**src/lmls_pkg.sv**
```systemverilog
// Shared types and constants for the LCD mode and line sequencer.
`timescale 1ns / 1ps
package lmls_pkg;

	typedef enum logic [1:0] {
		MODE_HBLANK = 2'd0,
		MODE_VBLANK = 2'd1,
		MODE_OAM    = 2'd2,
		MODE_XFER   = 2'd3
	} lcd_mode_t;

	// result word, first member is the top bits
	typedef struct packed {
		logic      frame_done;
		logic      hblank_entered;
		logic      stat_irq;
		logic      vblank_irq;
		logic      coincidence;
		lcd_mode_t lcd_mode;
		logic [7:0] line_number;
	} lcd_result_t;

	localparam int IN_TDATA_W  = 24;
	localparam int OUT_TDATA_W = 16;
	localparam int RESULT_W    = $bits(lcd_result_t);

	localparam logic [7:0] LINE_VBLANK_FIRST = 8'd144;
	localparam logic [7:0] LINE_VBLANK_SHORT = 8'd153;

	localparam logic signed [11:0] VBL_ENTRY_DMG  = 12'sd28;
	localparam logic signed [11:0] VBL_ENTRY_CGB  = 12'sd22;
	localparam logic signed [11:0] VBL_FIRST_DMG  = 12'sd428;
	localparam logic signed [11:0] VBL_FIRST_CGB  = 12'sd434;
	localparam logic signed [11:0] VBL_SHORT_LINE = 12'sd24;
	localparam logic signed [11:0] VBL_WRAP_LINE  = 12'sd450;

	localparam logic [8:0] STAT_LYC_DELAY = 9'd36;

	localparam logic signed [9:0]  OFF_LINE_SPAN = 10'sd456;
	localparam logic signed [9:0]  OFF_OAM_START = 10'sd353;
	localparam logic signed [17:0] FRAME_RESET   = 18'sd70224;

endpackage

```
**src/lcd_mode_line_sequencer.sv**
```systemverilog
// LCD mode and line sequencer: mode timing, line count and interrupt pulses.
//
// Usage:
//  - s_* carries one tick per request: elapsed dot cycles, LCD enable, the
//    four STAT enables and the line compare value.
//  - m_* returns one result per tick: line, mode, coincidence flag and the
//    vblank, STAT, hblank-entered and frame pulses.
//  - cfg_* writes the color-model select; it is always ready. The user must
//    write it only while no tick is in flight; the block does not enforce this.
// A tick taken at a clock edge shows on m_* in the cycle after it.
// Throughput is one tick per clock while m_tready is high; the whole
// mode/line update is one pass of logic from the state registers and the
// request into the state and result registers.
// The result register frees in the cycle it is taken, so s_tready stays high
// while m_tready is high. When the receiver stalls with a result held,
// s_tready drops until that result is taken; state then holds.
// Reset clears mode, line and all counters, sets the frame countdown to a
// full frame and empties the result register.
`timescale 1ns / 1ps
module lcd_mode_line_sequencer
	import lmls_pkg::*;
#(
	parameter int OAM_CYCLES         = 80,
	parameter int TRANSFER_CYCLES    = 172,
	parameter int HBLANK_SPAN_CYCLES = 376,
	parameter int VBLANK_LINE_CYCLES = 456,
	parameter int FRAME_CYCLES       = 70224
) (
	input  logic                   clk,
	input  logic                   arst_n,
	input  logic                   s_tvalid,
	output logic                   s_tready,
	// [4:0] dot_cycles, [5] lcd_enable, [9:6] stat_enables, [17:10] line_compare
	input  logic [IN_TDATA_W-1:0]  s_tdata,
	output logic                   m_tvalid,
	input  logic                   m_tready,
	// [7:0] line_number, [9:8] lcd_mode, [10] coincidence, [11] vblank_irq,
	// [12] stat_irq, [13] hblank_entered, [14] frame_done
	output logic [OUT_TDATA_W-1:0] m_tdata,
	input  logic                   cfg_valid,
	output logic                   cfg_ready,
	input  logic                   cfg_data
);

	localparam logic signed [11:0] OAM_ADD  = 12'(OAM_CYCLES);
	localparam logic signed [11:0] XFER_ADD = 12'(TRANSFER_CYCLES);
	localparam logic signed [11:0] HB_ADD   = 12'(HBLANK_SPAN_CYCLES - TRANSFER_CYCLES);
	localparam logic signed [11:0] VBL_ADD  = 12'(VBLANK_LINE_CYCLES);
	localparam logic signed [17:0] FRAME_ADD = 18'(FRAME_CYCLES);
	localparam int HB_DLY_RAW = HBLANK_SPAN_CYCLES - 58;
	localparam logic [8:0] HB_STAT_DELAY =
		9'((HB_DLY_RAW < 0) ? 0 : ((HB_DLY_RAW > 511) ? 511 : HB_DLY_RAW));

	// state
	logic signed [11:0] mode_cnt_q;
	lcd_mode_t          mode_q;
	logic [7:0]         line_q;
	logic               vbl_pend_q;
	logic [8:0]         stat_dly_q;
	logic signed [9:0]  off_cnt_q;
	logic signed [17:0] frame_cnt_q;
	logic               color_q;
	logic               out_valid_q;
	lcd_result_t        result_q;

	// request fields
	logic [4:0] dots;
	logic       lcd_on;
	logic       en_hb, en_vb, en_oam, en_co;
	logic [7:0] lyc;
	logic       accept;

	// next-state terms
	logic signed [11:0] mode_cnt_dec, mode_add, mode_cnt_d;
	logic signed [17:0] frame_dec, frame_d;
	logic signed [9:0]  off_dec, off_d;
	logic [7:0]         line_inc, line_d;
	logic               expired, frame_expired;
	lcd_mode_t          mode_d;
	logic               vbl_pend_d;

	// output terms
	logic       vb_irq, st_irq, hb_pulse, frame_pulse;
	logic       load_lyc_dly, load_hb_dly;
	logic [8:0] stat_dly_mid, stat_dly_d;
	logic       dly_fire;

	assign dots   = s_tdata[4:0];
	assign lcd_on = s_tdata[5];
	assign en_hb  = s_tdata[6];
	assign en_vb  = s_tdata[7];
	assign en_oam = s_tdata[8];
	assign en_co  = s_tdata[9];
	assign lyc    = s_tdata[17:10];

	assign s_tready  = !out_valid_q || m_tready;
	assign accept    = s_tvalid && s_tready;
	assign cfg_ready = 1'b1;

	assign mode_cnt_dec  = mode_cnt_q - $signed({7'd0, dots});
	assign expired       = mode_cnt_dec[11] || (mode_cnt_dec == 12'sd0);
	assign frame_dec     = frame_cnt_q - $signed({13'd0, dots});
	assign frame_expired = frame_dec[17] || (frame_dec == 18'sd0);
	assign off_dec       = off_cnt_q - $signed({5'd0, dots});
	assign line_inc      = line_q + 8'd1;

	// next state
	always_comb begin
		mode_d     = mode_q;
		line_d     = line_q;
		vbl_pend_d = vbl_pend_q;
		mode_add   = 12'sd0;
		mode_cnt_d = mode_cnt_q;
		frame_d    = frame_dec;
		off_d      = off_cnt_q;
		if (lcd_on) begin
			if (expired) begin
				unique case (mode_q)
					MODE_HBLANK: begin
						line_d = line_inc;
						if (line_inc >= LINE_VBLANK_FIRST) begin
							mode_d     = MODE_VBLANK;
							frame_d    = frame_dec + FRAME_ADD;
							vbl_pend_d = 1'b1;
							mode_add   = color_q ? VBL_ENTRY_CGB : VBL_ENTRY_DMG;
						end else begin
							mode_d   = MODE_OAM;
							mode_add = OAM_ADD;
						end
					end
					MODE_VBLANK: begin
						if (vbl_pend_q) begin
							mode_add   = color_q ? VBL_FIRST_CGB : VBL_FIRST_DMG;
							vbl_pend_d = 1'b0;
						end else if (line_q == 8'd0) begin
							mode_d   = MODE_OAM;
							mode_add = OAM_ADD;
						end else if (line_q < LINE_VBLANK_SHORT) begin
							line_d   = line_inc;
							mode_add = (line_inc >= LINE_VBLANK_SHORT) ? VBL_SHORT_LINE : VBL_ADD;
						end else begin
							line_d   = 8'd0;
							mode_add = VBL_WRAP_LINE;
						end
					end
					MODE_OAM: begin
						mode_d   = MODE_XFER;
						mode_add = XFER_ADD;
					end
					MODE_XFER: begin
						mode_d   = MODE_HBLANK;
						mode_add = HB_ADD;
					end
				endcase
			end
			mode_cnt_d = mode_cnt_dec + mode_add;
		end else begin
			off_d = (off_dec[9] || off_dec == 10'sd0) ? off_dec + OFF_LINE_SPAN : off_dec;
			mode_d = (off_d >= OFF_OAM_START) ? MODE_OAM : MODE_HBLANK;
			if (frame_expired) begin
				frame_d = frame_dec + FRAME_ADD;
			end
		end
	end

	// pulses and delayed STAT request
	always_comb begin
		vb_irq       = 1'b0;
		st_irq       = 1'b0;
		hb_pulse     = 1'b0;
		frame_pulse  = 1'b0;
		load_lyc_dly = 1'b0;
		load_hb_dly  = 1'b0;
		if (lcd_on) begin
			if (expired) begin
				unique case (mode_q)
					MODE_HBLANK: begin
						if (line_inc >= LINE_VBLANK_FIRST) begin
							frame_pulse = 1'b1;
						end else begin
							load_lyc_dly = en_co && (line_inc == lyc);
							st_irq       = !en_co && en_oam;
						end
					end
					MODE_VBLANK: begin
						if (vbl_pend_q) begin
							vb_irq = 1'b1;
							st_irq = en_vb || (en_co && line_q == lyc);
						end else if (line_q != 8'd0) begin
							load_hb_dly = color_q && (line_d >= LINE_VBLANK_SHORT) &&
								!en_co && en_hb;
							st_irq = en_co && (line_d == lyc);
						end
					end
					MODE_OAM: begin
					end
					MODE_XFER: begin
						st_irq   = en_hb;
						hb_pulse = 1'b1;
					end
				endcase
			end
		end else begin
			frame_pulse = frame_expired;
		end

		priority if (load_lyc_dly) begin
			stat_dly_mid = STAT_LYC_DELAY;
		end else if (load_hb_dly) begin
			stat_dly_mid = HB_STAT_DELAY;
		end else begin
			stat_dly_mid = stat_dly_q;
		end

		// a zero count is idle; otherwise it fires once it runs out
		dly_fire   = (stat_dly_mid != 9'd0) && (stat_dly_mid <= {4'd0, dots});
		stat_dly_d = dly_fire ? 9'd0 :
			((stat_dly_mid != 9'd0) ? stat_dly_mid - {4'd0, dots} : 9'd0);
	end

	always_ff @(posedge clk or negedge arst_n) begin
		if (!arst_n) begin
			mode_cnt_q  <= '0;
			mode_q      <= MODE_HBLANK;
			line_q      <= '0;
			vbl_pend_q  <= 1'b0;
			stat_dly_q  <= '0;
			off_cnt_q   <= '0;
			frame_cnt_q <= FRAME_RESET;
			color_q     <= 1'b0;
			out_valid_q <= 1'b0;
		end else begin
			if (cfg_valid && cfg_ready) begin
				color_q <= cfg_data;
			end
			if (accept) begin
				mode_cnt_q  <= mode_cnt_d;
				mode_q      <= mode_d;
				line_q      <= line_d;
				vbl_pend_q  <= vbl_pend_d;
				stat_dly_q  <= stat_dly_d;
				off_cnt_q   <= off_d;
				frame_cnt_q <= frame_d;
				out_valid_q <= 1'b1;
			end else if (m_tready) begin
				out_valid_q <= 1'b0;
			end
		end
	end

	always_ff @(posedge clk) begin
		if (accept) begin
			result_q.line_number    <= line_d;
			result_q.lcd_mode       <= mode_d;
			result_q.coincidence    <= (line_d == lyc);
			result_q.vblank_irq     <= vb_irq;
			result_q.stat_irq       <= st_irq || dly_fire;
			result_q.hblank_entered <= hb_pulse;
			result_q.frame_done     <= frame_pulse;
		end
	end

	assign m_tvalid = out_valid_q;
	assign m_tdata  = {{(OUT_TDATA_W - RESULT_W){1'b0}}, result_q};

endmodule

```
**config.mk**
```make
export PLATFORM = sky130hd
export DESIGN_NAME = lcd_mode_line_sequencer
export DESIGN_NICKNAME = d
export VERILOG_FILES = /design/src/lmls_pkg.sv /design/src/lcd_mode_line_sequencer.sv
export SDC_FILE = /design/constraint.sdc
export NUM_CORES = 1
export LEC_CHECK = 0
export BUFFER_PORTS_ARGS = -buffer_cell sky130_fd_sc_hd__buf_2
export CORE_MARGIN = 2
export CORE_UTILIZATION = 55
export DETAILED_ROUTE_END_ITERATION = 7
export PLACE_DENSITY = 0.73
export SLEW_MARGIN = 15
export SYNTH_ARGS = -nofsm -noshare
export SYNTH_HDL_FRONTEND = slang
export SYNTH_SLANG_ARGS = --single-unit
```
**constraint.sdc**
```tcl
create_clock -name clk -period 9.5 [get_ports clk]
set_clock_uncertainty 0.2 [all_clocks]
set_input_delay 1.9 -clock clk [delete_from_list [all_inputs] [get_ports clk]]
set_output_delay 1.9 -clock clk [all_outputs]
set_load 0.01 [all_outputs]
```
======== Yosys cells after proc, flatten, opt, wreduce, memory -nomap -nowiden ========
Index checks and enable logic that the tools add are counted.
word-level totals
  flip-flop bits (word level) ............. 77
  latch bits .............................. 0
  bits in writable memories ............... 0
  ROM bits ................................ 0
  input bits .............................. 30
  output and inout port bits .............. 19
  logic and storage cells ................. 127
  memories ................................ 0
operators by class
  add/subtract/negate cells ............... 8
  $mul .................................... 0
  div/mod/pow operators ................... 0
  magnitude comparators ................... 6
  equal/unequal tests ..................... 7
  shift operators ......................... 0
  multiplexer cells ....................... 58
  bitwise operators ....................... 1
  reduce and logical (&&, ||, !) cells .... 31
operators by type and width
  kind                    number
  $mux 18                 5
  $mux 9                  8
  $pmux 12 s4             1
  $mux 8                  5
  $eq 8x8->1              3
  $ge 8x8->1 const B      3
  $mux 12                 2
  $mux 1                  23
  $add 18x18->18 const B  1
  $logic_not 18->1        1
  $sub 18x6->18           1
  $pmux 8 s2              1
  $add 12x12->12          1
  $logic_not 12->1        1
  $mux 2                  6
  $sub 12x6->12           1
  $add 10x10->10 const B  1
  $ge 10x10->1 const B    1
  $logic_not 10->1        1
  $mux 10                 1
  $sub 10x6->10           1
  $le 9x5->1              1
  $logic_and 1x1->1       9
  $reduce_bool 9->1       1
  other kinds (22)        32

======== Logic depth before layout (Yosys ltp) ========
Gate-level depths: netlist (run 1).
  depth in word-level cells ............... 21
  gate-level depth with buffers ........... 24

======== Worst setup path after synthesis (run 1) ========
No wires, ideal clock.
  path kind ............................... input -> register
  from .................................... input port s_tdata[0]
  to ...................................... register stat_dly_q[8]
  library setup time ...................... 64 ps
  arrival ................................. 7094 ps
  slack ................................... 2142 ps
  cell stages on the path ................. 21
  buffers on the path ..................... 1
  cell sequence ........................... ha_1 -> fa_1 -> inv_1 -> or4b_2 -> nor4_2 -> a41oi_4 -> or4_1 -> a311o_1 -> buf_2 -> nand3_1 -> ha_1 -> inv_1 -> fa_1 -> a21o_1 -> a21o_1 -> a211o_1 -> or3_1 -> nor4_1 -> a21oi_1 -> a211oi_1 -> a21o_1
on the way
  longest elaborated chain between the ends .. 19
  elaborated cells between the ends (all ways) .. 24
ends and longest elaborated chain
  element                                      RTL line                                                        RTL
  start, declared                              lcd_mode_line_sequencer.sv:34                                   input logic [IN_TDATA_W-1:0] s_tdata,
  $sub 12x6->12                                lcd_mode_line_sequencer.sv:100                                  assign mode_cnt_dec = mode_cnt_q - $signed({7'd0, dots});
  $logic_not 12->1                             lcd_mode_line_sequencer.sv:101                                  assign expired = mode_cnt_dec[11] || (mode_cnt_dec == 12'sd0);
  $logic_or 1x1->1                             lcd_mode_line_sequencer.sv:101
  $mux 8                                       lcd_mode_line_sequencer.sv:117                                  if (expired) begin
  $mux 8                                       lcd_mode_line_sequencer.sv:116                                  if (lcd_on) begin
  $ge 8x8->1                                   lcd_mode_line_sequencer.sv:190                                  load_hb_dly = color_q && (line_d >= LINE_VBLANK_SHORT) &&
  $logic_and 1x1->1 (2 in series)              lcd_mode_line_sequencer.sv:190
  $logic_and 1x1->1                            lcd_mode_line_sequencer.sv:191                                  !en_co && en_hb;
  (+2 left out)                                n/a
  $mux 1                                       lcd_mode_line_sequencer.sv:176                                  unique case (mode_q)
  $mux 1                                       lcd_mode_line_sequencer.sv:175                                  if (expired) begin
  $mux 1                                       lcd_mode_line_sequencer.sv:174                                  if (lcd_on) begin
  $mux 9                                       lcd_mode_line_sequencer.sv:209                                  end else if (load_hb_dly) begin
  $mux 9                                       lcd_mode_line_sequencer.sv:207                                  priority if (load_lyc_dly) begin
  $sub 9x5->9 (tied with other cells)          lcd_mode_line_sequencer.sv:218                                  ((stat_dly_mid != 9'd0) ? stat_dly_mid - {4'd0, dots} : 9'd0);
  $mux 9 or $logic_and 1x1->1 (tied branches)  lcd_mode_line_sequencer.sv:218, lcd_mode_line_sequencer.sv:216
  $mux 9 *                                     lcd_mode_line_sequencer.sv:217                                  stat_dly_d = dly_fire ? 9'd0 :
  end signal, assigned                         lcd_mode_line_sequencer.sv:241                                  stat_dly_q <= stat_dly_d;
  end, declared                                lcd_mode_line_sequencer.sv:59                                   logic [8:0] stat_dly_q;
Mark *: on every way between the ends. The rest lies on a longest branch, timed or not.
A chain may end at the register's enable or synchronous reset.

======== Worst setup path in the final report (run 1) ========
  from .................................... input port s_tdata[4]
  to ...................................... register stat_dly_q[8]
The elaborated chain is that of the path after synthesis.

==> reports/summary.txt, run 1 <==
Status: finished, final reports clean
Horiz. Die Dim: 116 µm
CP Launch Type: primary input
Final WS setup: 1560 ps
Yosys warns: 0
CTS resizes: 0
Max Transition Viols Final: 0
Total GRT Usage: 28.7%
Critical Path RT: 9590 ps
Slew @ Worst Pin: 929 ps
Period utilization: 83.6%
Post-Place Cell Area: 0.00722 mm²
Slew Limit Headroom: 37.9%
Hold Vio Cnt, Final: 0
Die Ht: 116 µm
Average wire per standard cell: 17.5 µm
Synth Flop Type: dfrtp_1
Post-Layout Inst Area: 0.00749 mm²
Die area: 0.0135 mm²
Area Growth Syn to Fin: 8.24%
Worst Setup End Kind: flip-flop
Unrepaired setup endpoints after global routing: false
Initial DRC count: 531
Clock tree buffer depth: 2
Avg Vias per Cell: 6.20
Post-detail-place hpwl: 13.5 mm
Final ANT Viol Nets: 0
Setup CP Type: in2reg
EDFF count, synth: 15
GRT overflow: 0
Worst-path clk slew: 60 ps
Rows: 40
Vias: 6480
I/O pins: 49
Unique masters post-synth: 82
DRC Markers: 0
Final RePlAce weighted congestion: 0.944
Crit path DAT: 8030 ps
Pre-CTS setup slack: 1290 ps
Syn Area/Cell: 8.11 µm²
Initial cell density of the core: 56.9%
Max Cap Viol: 0
Cts hold-fix bufs: 0
Fin crit period: 7940 ps
Ratio of cells with drive above 1 in the final layout: 10.7%
Largest fanout on the critical path: 11
Total clock sinks: 77
Mapped Area: 0.00692 mm²
WL final: 18.3 mm
Register bit total from synthesis: 77
Final TNS setup: 0 ps
Maximum number of pins on one net before global-route repair: 63
Final Net Count: 941
Root Driver: clkbuf_16
Min-Delay Path Class: reg2reg
Syn_nets: 923
First-pass GRT wire length: 30.6 mm
Worst-skew pair later-pin latency: 350 ps
Cells after Synth: 854
Peak Freq: 126 MHz
Endpoints failing setup: 0
Synth top area cells: dfrtp_1 (21%), edfxtp_1 (6.5%), ha_1 (6.1%)
Synth top area share: 20.6%
Initial antenna violation count: 0
Vias in the first global route: 6302
Core area: 0.0122 mm²
Most frequent cells after synthesis: nand2_1 (93), nor2_1 (83), o21ai_0 (65)
Yosys top cell by area: dfrtp_1
Post-synth ARST share: 80.5%
H-tree levels: 3
I/O Buffers: 40
Max VDD drop: 163 µV
Top-count cell post-synth: nand2_1
Power Dens Cells: 336 mW/mm²
Post-CTS Setup Inserts: 0
# fillers: 1103
Ant. Diodes: 0
Sequential area share after synthesis: 29.0%
Static leakage: 3.15 nW
TritonCTS clock tree: built
Num CTS Buffers: 9
DRT Pass-1 Iters: 5
registers in the layout, indices dropped and copies added (netlist names):
| name | cells |
|---|---|
| line_q | 8 |
| stat_dly_q | 9 |
| frame_cnt_q | 18 |
| vbl_pend_q | 1 |
| m_tdata | 15 |
| color_q | 1 |
| m_tvalid | 1 |
| off_cnt_q | 10 |
| mode_cnt_q | 12 |
| mode_q | 2 |
cell families after synthesis:
family	synth area share, %
simple gates	25.0
compound gates	21.8
buf+inv	4.66
flops	29.0
xor+xnor	9.61
fa+ha+maj	7.59
mux	2.24
other cells	0.108
placed cells by master, fill, tap and decap left out, drive strengths merged, types with 5 or more instances in the layout:
cell    netlist  final
xnor2        44     44
inv          44     46
o31ai         8      8
nand4         8      8
a211oi       10     10
clkbuf       31     11
buf           7     45
and2         10     10
nor2b         8      8
xor2         32     32
nor4         16     16
dfrtp        57     57
or3          16     16
a211o         5      5
o31a          6      6
dfstp         5      5
o21a         15     15
o211ai        5      5
nand3        16     16
or2          10     10
and3         10     10
edfxtp       15     15
a31oi         6      6
nand2        93     93
a21oi        40     40
fa            5      5
o21ai        68     68
mux2i        11     11
nor3         28     28
nand2b       10     10
a21o         12     12
nor2         83     83
ha           34     34
or4          11     11
worst max-delay path, cell delays in order:
cell and delay [ps]:
buf_2 80, inv_1 130, ha_1 300, or4_4 540, or2_1 260, nor4_1 510
nor4_4 110, a41oi_4 460, nor2_1 160, o32ai_1 400, a311o_1 550, nand2_1 190
or2_2 320, ha_1 340, a21o_1 210, a21o_1 200, a211o_1 330, or3_1 350
nor4_1 220, a21oi_1 70, a211oi_1 270, a21o_1 110
power by group:
part / leakage [nW] / internal (mW) / total [mW] / switching (mW)
Sequential: 0.906 / 0.474 / 0.665 / 0.191
Combinational: 2.10 / 0.631 / 1.52 / 0.892
Clock: 0.140 / 0.185 / 0.330 / 0.145
per-layer routing:
layer | GRT usage (%) | share of wire [%] | up-vias
met5 | 0 | 0 | -
met4 | 10.3 | 2.2 | 0
met3 | 3.94 | 5.3 | 34
met2 | 47.7 | 47 | 215
met1 | 38.5 | 45 | 3108
li1 | - | - | 3123
worst paths after layout:
kind	slack, ps	start	to	cells after the start
max	1560	s_tdata[4]	stat_dly_q[8]	22
min in group asynchronous	1490	arst_n	stat_dly_q[5]	2
max reg2reg	2900	mode_cnt_q[0]	stat_dly_q[8]	21
min reg2reg	280	frame_cnt_q[4]	frame_cnt_q[4]	2
max in group asynchronous	6990	arst_n	off_cnt_q[4]	2
min	280	frame_cnt_q[4]	frame_cnt_q[4]	2
through the flow:
| stage | hold WS [ps] | power [mW] | util (%) | std cells |
|---|---|---|---|---|
| 3_3_place_gp | 258 | 2.10 | 59.4 | 1029 |
| 6_report | 276 | 2.52 | 61.6 | 1045 |
| 5_1_grt | 304 | 2.74 | 61.6 | 1045 |
| 4_1_cts | 283 | 2.50 | 61.6 | 1045 |
| 3_5_place_dp | 271 | 2.16 | 59.4 | 1029 |
| 2_1_floorplan | 244 | 1.82 | - | 854 |
cell type report:
type                            instances  area (µm²)  area share, %
Clock buffer                           11         243           3.24
Clock inverter                          5        33.8          0.451
Inverter                               45         169           2.25
Multi-Input combinational cell        694        4590           61.3
Sequential cell                        77        2010           26.8
Tap cell                              168         210           2.80
Timing Repair Buffer                   45         238           3.17
Power figures use the tool's default switching activity.
==> run 2: changes to the inputs <==
Clock period 9.5 ns to 7.6 ns, I/O delays scaled along.
==> run 2 against run 1 <==
  * Clock-buffer cell count is 1 lower
  * Register-to-register slack worse by 1600 ps
  * Cell count is 1.1% higher
  * Critical path depth is 1 lower
  * Power is 27% higher
  * Core utilization is 0.88 points higher
  * Global-route usage is 0.32 points higher
  * Via count hardly changed
  * Non-clock buffer count is 11 higher
  * Hold slack worse by 14 ps
==> reports/summary.txt, run 2 (same netlist as run 1, synthesis figures left out) <==
Fin crit period: 7210 ps
Area Growth Syn to Fin: 9.79%
First-pass GRT wire length: 30.8 mm (+0.61%)
Min-Delay Path Class: reg2reg
Worst Setup End Kind: flip-flop
Final TNS setup: 0 ps (unchanged)
Worst reg2reg path depth: 21 (unchanged)
Endpoints failing setup: 0 (unchanged)
Endpoint, Worst Hold: frame_cnt_q[4]
DRT Pass-1 Iters: 5 (unchanged)
Most flops, register: frame_cnt_q
Commonest non-fill, non-tap cell in the layout: nand2_1
Final Net Count: 952 (+1.2%)
Power Dens Cells: 422 mW/mm² (+25%)
Initial cell density of the core: 56.9% (unchanged)
GRT overflow: 0 (unchanged)
Ratio of cells with drive above 1 in the final layout: 11.7% (+0.99 points)
I/O Buffers: 40 (unchanged)
Static leakage: 3.21 nW (+1.8%)
Vias in the first global route: 6323 (+0.33%)
Worst-skew pair later-pin latency: 350 ps (about the same)
Setup CP Type: in2reg
Period utilization: 94.9%
Post-CTS Setup Inserts: 0 (unchanged)
I/O pins: 49 (unchanged)
WL final: 18.5 mm (+1.1%)
Die Ht: 116 µm (unchanged)
FF-to-FF Start: mode_cnt_q[0]
Horiz. Die Dim: 116 µm (unchanged)
Max Cap Viol: 0 (unchanged)
Number of flip-flops in the largest register: 18 (unchanged)
Buf/Inv on CP: 3 (+1)
CP Launch Type: primary input
Max VDD drop: 204 µV (+26%)
CP Cell Sequence: buf_2 > ha_1 > fa_1 > inv_1 > or4b_2 > nor4_2 > buf_4 > a41o_2 > a31oi_1 > or2_2 > a311o_1 > a21oi_1 > ha_1 > a21o_1 > a21o_1 > a221o_1 > a21oi_1 > nor2_1 > nor4_1 > and4_4 > a211oi_1
CTS resizes: 0 (unchanged)
Maximum number of pins on one net before global-route repair: 63 (unchanged)
Final ANT Viol Nets: 0 (unchanged)
Unrepaired setup endpoints after global routing: false
Total power: 3.21 mW (+27%)
Peak Freq: 139 MHz
Cts hold-fix bufs: 0 (unchanged)
TritonCTS clock tree: built
Initial DRC count: 451 (-15%)
Crit path DAT: 7210 ps (-820 ps)
Most frequent cells in the layout: nand2_1 (93), nor2_1 (83), o21ai_0 (65)
Core area: 0.0122 mm² (unchanged)
Average wire per standard cell: 17.5 µm (about the same)
Worst-path clk slew: 60 ps (about the same)
Initial antenna violation count: 0 (unchanged)
Critical Path RT: 7600 ps (-1990 ps)
Reg2reg end: stat_dly_q[2]
Avg Vias per Cell: 6.13 (-1.1%)
Cell family with most CP delay: compound AO/OA/AOI/OAI gates
Critical path's slowest cell: or4b_2
Hold Vio Cnt, Final: 0 (unchanged)
Num CTS Buffers: 9 (unchanged)
Slew Limit Headroom: 39.7% (+1.8 points)
Clock tree buffer depth: 2 (unchanged)
Post-detail-place hpwl: 13.6 mm (+0.54%)
H-tree levels: 3 (unchanged)
Final RePlAce weighted congestion: 0.922 (-2.4%)
R2R setup slack: 1340 ps (-1560 ps)
Total clock sinks: 77 (unchanged)
Slew @ Worst Pin: 902 ps (-27.0 ps)
Vias: 6476 (-0.062%)
CP peak stage delay: 670 ps (+120 ps)
Total GRT Usage: 29.0% (+0.32 points)
Worst Hold Depth: 2 (unchanged)
Status: finished, final reports clean
Max Transition Viols Final: 0 (unchanged)
Hold Crit Start: frame_cnt_q[4]
Die area: 0.0135 mm² (unchanged)
Largest fanout on the critical path: 7 (-4)
Ant. Diodes: 0 (unchanged)
DRC Markers: 0 (unchanged)
Root Driver: clkbuf_16
Rows: 40 (unchanged)
## run 2: worst max path at each step
stage / start / depth (start not counted) / to
after floorplan: s_tdata[0] / 21 / stat_dly_q[8]
after global placement: s_tdata[0] / 20 / stat_dly_q[2]
after detailed placement: s_tdata[0] / 21 / stat_dly_q[2]
after CTS: s_tdata[0] / 20 / stat_dly_q[2]
after global routing: s_tdata[4] / 21 / stat_dly_q[2]
final: s_tdata[0] / 21 / stat_dly_q[2]
## run 2: routing by layer
metal / share of wire (%) / vias up / track usage [%]
met5: 0 / - / 0
met4: 2.1 / 0 / 11.0
met3: 5.7 / 34 / 4.67
met2: 48 / 216 / 48.8
met1: 44 / 3083 / 37.8
li1: - / 3143 / -
## run 2: tightest hold or removal path, stage by stage (launching register included)
cell	delay [ps]
dfstp_2	370
nand2_1	40
o21ai_1	50
## run 2: report_power, final
group / internal, mW / switching [mW] / leakage, nW
clock network: 0.262 / 0.184 / 0.144
logic: 0.805 / 1.12 / 2.16
registers: 0.593 / 0.241 / 0.906
## run 2: area by class of cell
| type | count | area [µm²] |
|---|---|---|
| repair buffers | 56 | 320 |
| multi-input cells | 694 | 4590 |
| flip-flops and latches | 77 | 2010 |
| well taps | 168 | 210 |
| inverters | 45 | 169 |
| fillers | 1108 | 4560 |
| clock buffers | 10 | 239 |
| clock inverters | 6 | 62.6 |
## run 2: per-stage QoR
stage | instances | setup WS (ps) | hold slack, ps | utilization, % | instance area [µm²]
detailed placement | 1040 | 113 | 257 | 60.0 | 7300
global placement | 1040 | 209 | 256 | 60.0 | 7300
global route | 1056 | 75.4 | 297 | 62.5 | 7600
finish | 1056 | 390 | 262 | 62.5 | 7600
CTS | 1056 | 449 | 265 | 62.5 | 7600
floorplan | 854 | 622 | 244 | - | 6920
==> run 3: changes to the inputs <==
Settings changed: ABC_AREA set to 1, REMOVE_ABC_BUFFERS set to 1, SKIP_LAST_GASP set to 1.
==> run 3 against run 2 <==
  * Sequential cell count stayed put
  * Clock power is 14% lower
  * Cell area is 3.9% lower
  * First-iteration DRC count is 29% lower
  * Non-clock buffer count is 10 lower
  * Fmax is 10% higher
  * Combinational power is 21% higher
  * Synthesized cell count is 9.6% higher
  * Core utilization is 1.5 points lower
  * Power is 9.3% higher
  * Critical endpoint is now mode_cnt_q[11]
  * Critical path depth is 15 higher
  * Die area is 2.7% lower
==> reports/summary.txt, run 3 <==
DRC Markers: 0 (unchanged)
Ant. Diodes: 0 (unchanged)
Post-placement cell count: 1106 (+6.3%)
Worst Setup End Kind: flip-flop
Slew @ Worst Pin: 829 ps (-72.8 ps)
TritonCTS clock tree: built
Setup CP Type: in2reg
Total power: 3.50 mW (+9.3%)
DRT Pass-1 Iters: 5 (unchanged)
Average wire per standard cell: 14.2 µm (-19%)
R2R setup slack: 2030 ps (+690 ps)
Vias: 6126 (-5.4%)
Register Area: 0.00201 mm² (unchanged)
Cts hold-fix bufs: 0 (unchanged)
CTS resizes: 0 (unchanged)
Die area: 0.0131 mm² (-2.7%)
EDFF count, synth: 15 (unchanged)
Max Transition Viols Final: 0 (unchanged)
Post-CTS Setup Inserts: 0 (unchanged)
Final Net Count: 1039 (+9.1%)
H-tree levels: 3 (unchanged)
Vias in the first global route: 5664 (-10%)
Horiz. Die Dim: 115 µm (-1.4%)
Cell repeated most along the worst path: nand2_1
Syn Area/Cell: 7.19 µm² (-11%)
Worst-skew pair later-pin latency: 350 ps (about the same)
Power Dens Cells: 480 mW/mm² (+14%)
Fin crit period: 6540 ps (-669 ps)
Min-Delay Path Class: reg2reg
Non-Filler Instances: 1122 (+6.3%)
Rows: 40 (unchanged)
Total GRT Usage: 25.7% (-3.3 points)
Post-synth ARST share: 80.5% (unchanged)
Initial cell density of the core: 56.2% (-0.69 points)
# fillers: 1133 (+2.3%)
Maximum number of pins on one net before global-route repair: 63 (unchanged)
Area Growth Syn to Fin: 8.54%
Critical path's slowest cell: o21ai_0
Number of flip-flops in the largest register: 18 (unchanged)
Static leakage: 3.61 nW (+13%)
Hold Vio Cnt, Final: 0 (unchanged)
Slew Limit Headroom: 44.7% (+4.9 points)
Sequential power share: 22.4% (-3.6 points)
Net Sw Frac: 52.4% (+4.2 points)
Largest fanout on the critical path: 17 (+10)
Final RePlAce weighted congestion: 0.927 (+0.59%)
Final WS setup: 1060 ps (+669 ps)
Most frequent cells after synthesis: nand2_1 (210), inv_1 (126), nor2_1 (77)
Most flops, register: frame_cnt_q
Top-count cell post-synth: nand2_1
Most frequent cells in the layout: nand2_1 (210), inv_1 (126), nor2_1 (77)
Synth Flop Type: dfrtp_1
Internal: 1.67 mW (+0.52%)
Cells after Synth: 936 (+9.6%)
CP Launch Type: primary input
Clock tree buffer depth: 2 (unchanged)
Yosys top cell by area: dfrtp_1
Register bit total from synthesis: 77 (unchanged)
Critical Path RT: 7660 ps (+60 ps)
Root Driver: clkbuf_16
Net Sw Power: 1.83 mW (+19%)
Unique masters post-synth: 54 (-34%)
Avg Vias per Cell: 5.46 (-11%)
Post-detail-place hpwl: 11.7 mm (-14%)
I/O pins: 49 (unchanged)
Total clock sinks: 77 (unchanged)
Final TNS setup: 0 ps (unchanged)
Die Ht: 115 µm (-1.4%)
Synth top area share: 21.2% (+0.60 points)
WL final: 15.9 mm (-14%)
Max VDD drop: 243 µV (+19%)
Mapped Area: 0.00673 mm² (-2.8%)
Core area: 0.0120 mm² (-1.6%)
Num CTS Buffers: 9 (unchanged)
Clock Power Share: 10.9% (-3.0 points)
Worst-path clk slew: 60 ps (about the same)
Max Cap Viol: 0 (unchanged)
Synth top area cells: dfrtp_1 (21%), nand2_1 (12%), inv_1 (7.0%)
CP peak stage delay: 420 ps (-250 ps)
Pre-CTS setup slack: 759 ps (+646 ps)
Commonest non-fill, non-tap cell in the layout: nand2_1
Sequential area share after synthesis: 29.8% (+0.85 points)
Period utilization: 86.1% (-8.8 points)
Crit path DAT: 6600 ps (-610 ps)
Final ANT Viol Nets: 0 (unchanged)
Yosys warns: 0 (unchanged)
Unrepaired setup endpoints after global routing: false
Initial antenna violation count: 0 (unchanged)
Ratio of cells with drive above 1 in the final layout: 12.5% (+0.80 points)
Peak Freq: 153 MHz (+10%)
GRT overflow: 0 (unchanged)
First-pass GRT wire length: 27.1 mm (-12%)
Status: finished, final reports clean
Gate power share: 66.7% (+6.6 points)
Final Core Density: 61.0% (-1.5 points)
I/O Buffers: 40 (unchanged)
Initial DRC count: 319 (-29%)
Multi-input logic area: 0.00408 mm² (-11%)
Endpoints failing setup: 0 (unchanged)
[run 3: worst paths after layout]
path / start / end / cells after the start
max: s_tdata[0] / mode_cnt_q[11] / 36
max in group asynchronous: arst_n / off_cnt_q[4] / 2
min: frame_cnt_q[4] / frame_cnt_q[4] / 2
min in group asynchronous: arst_n / stat_dly_q[0] / 2
min reg2reg: frame_cnt_q[4] / frame_cnt_q[4] / 2
max reg2reg: mode_cnt_q[0] / mode_cnt_q[11] / 36
[run 3: cells by family after synthesis]
group	share of synthesized area (%)
DFF	29.8
other	0.112
adders and majority gates	7.81
and+or+nand+nor	29.7
xor gates and xnor gates	8.59
AOI/OAI and AO/OA	14.5
buffers and inverters	9.47
[run 3: critical path, delay by kind of cell]
kind / cells / cell delay (ps)
compound gates: 6 / 1050
simple gates: 19 / 1820
buf+inv: 7 / 950
fa+ha+maj: 4 / 1270
[run 3: layout make-up]
class                      count  area share [%]
clock buffer                  13            3.29
clock inverter                 3           0.171
inverter                     139            7.25
multi-input combinational    697            55.9
sequential                    77            27.5
tap                          147            2.52
timing repair buffer          46            3.36
[run 3: power groups by stage]
stage | registers, mW | logic, mW | clock network, mW
global placement | 0.782 | 2.27 | 0
detailed placement | 0.782 | 2.30 | 0
CTS | 0.779 | 2.32 | 0.391
global route | 0.807 | 2.66 | 0.407
finish | 0.783 | 2.34 | 0.383
floorplan | 0.753 | 1.84 | 0
[run 3: routing by layer]
metal	track usage, %	vias to the layer above	share of wire, %
met2	42.2	141	46
met1	35.2	2824	48
li1	-	3145	-
met5	0	-	0
met3	5.24	16	5.0
met4	5.37	0	1.1
[run 3: through the flow]
step                      hold WS (ps)  cell area, µm²
after floorplan                    242            6620
after global placement             261            7050
after detailed placement           263            7050
after CTS                          273            7300
after global routing               284            7300
final                              273            7300
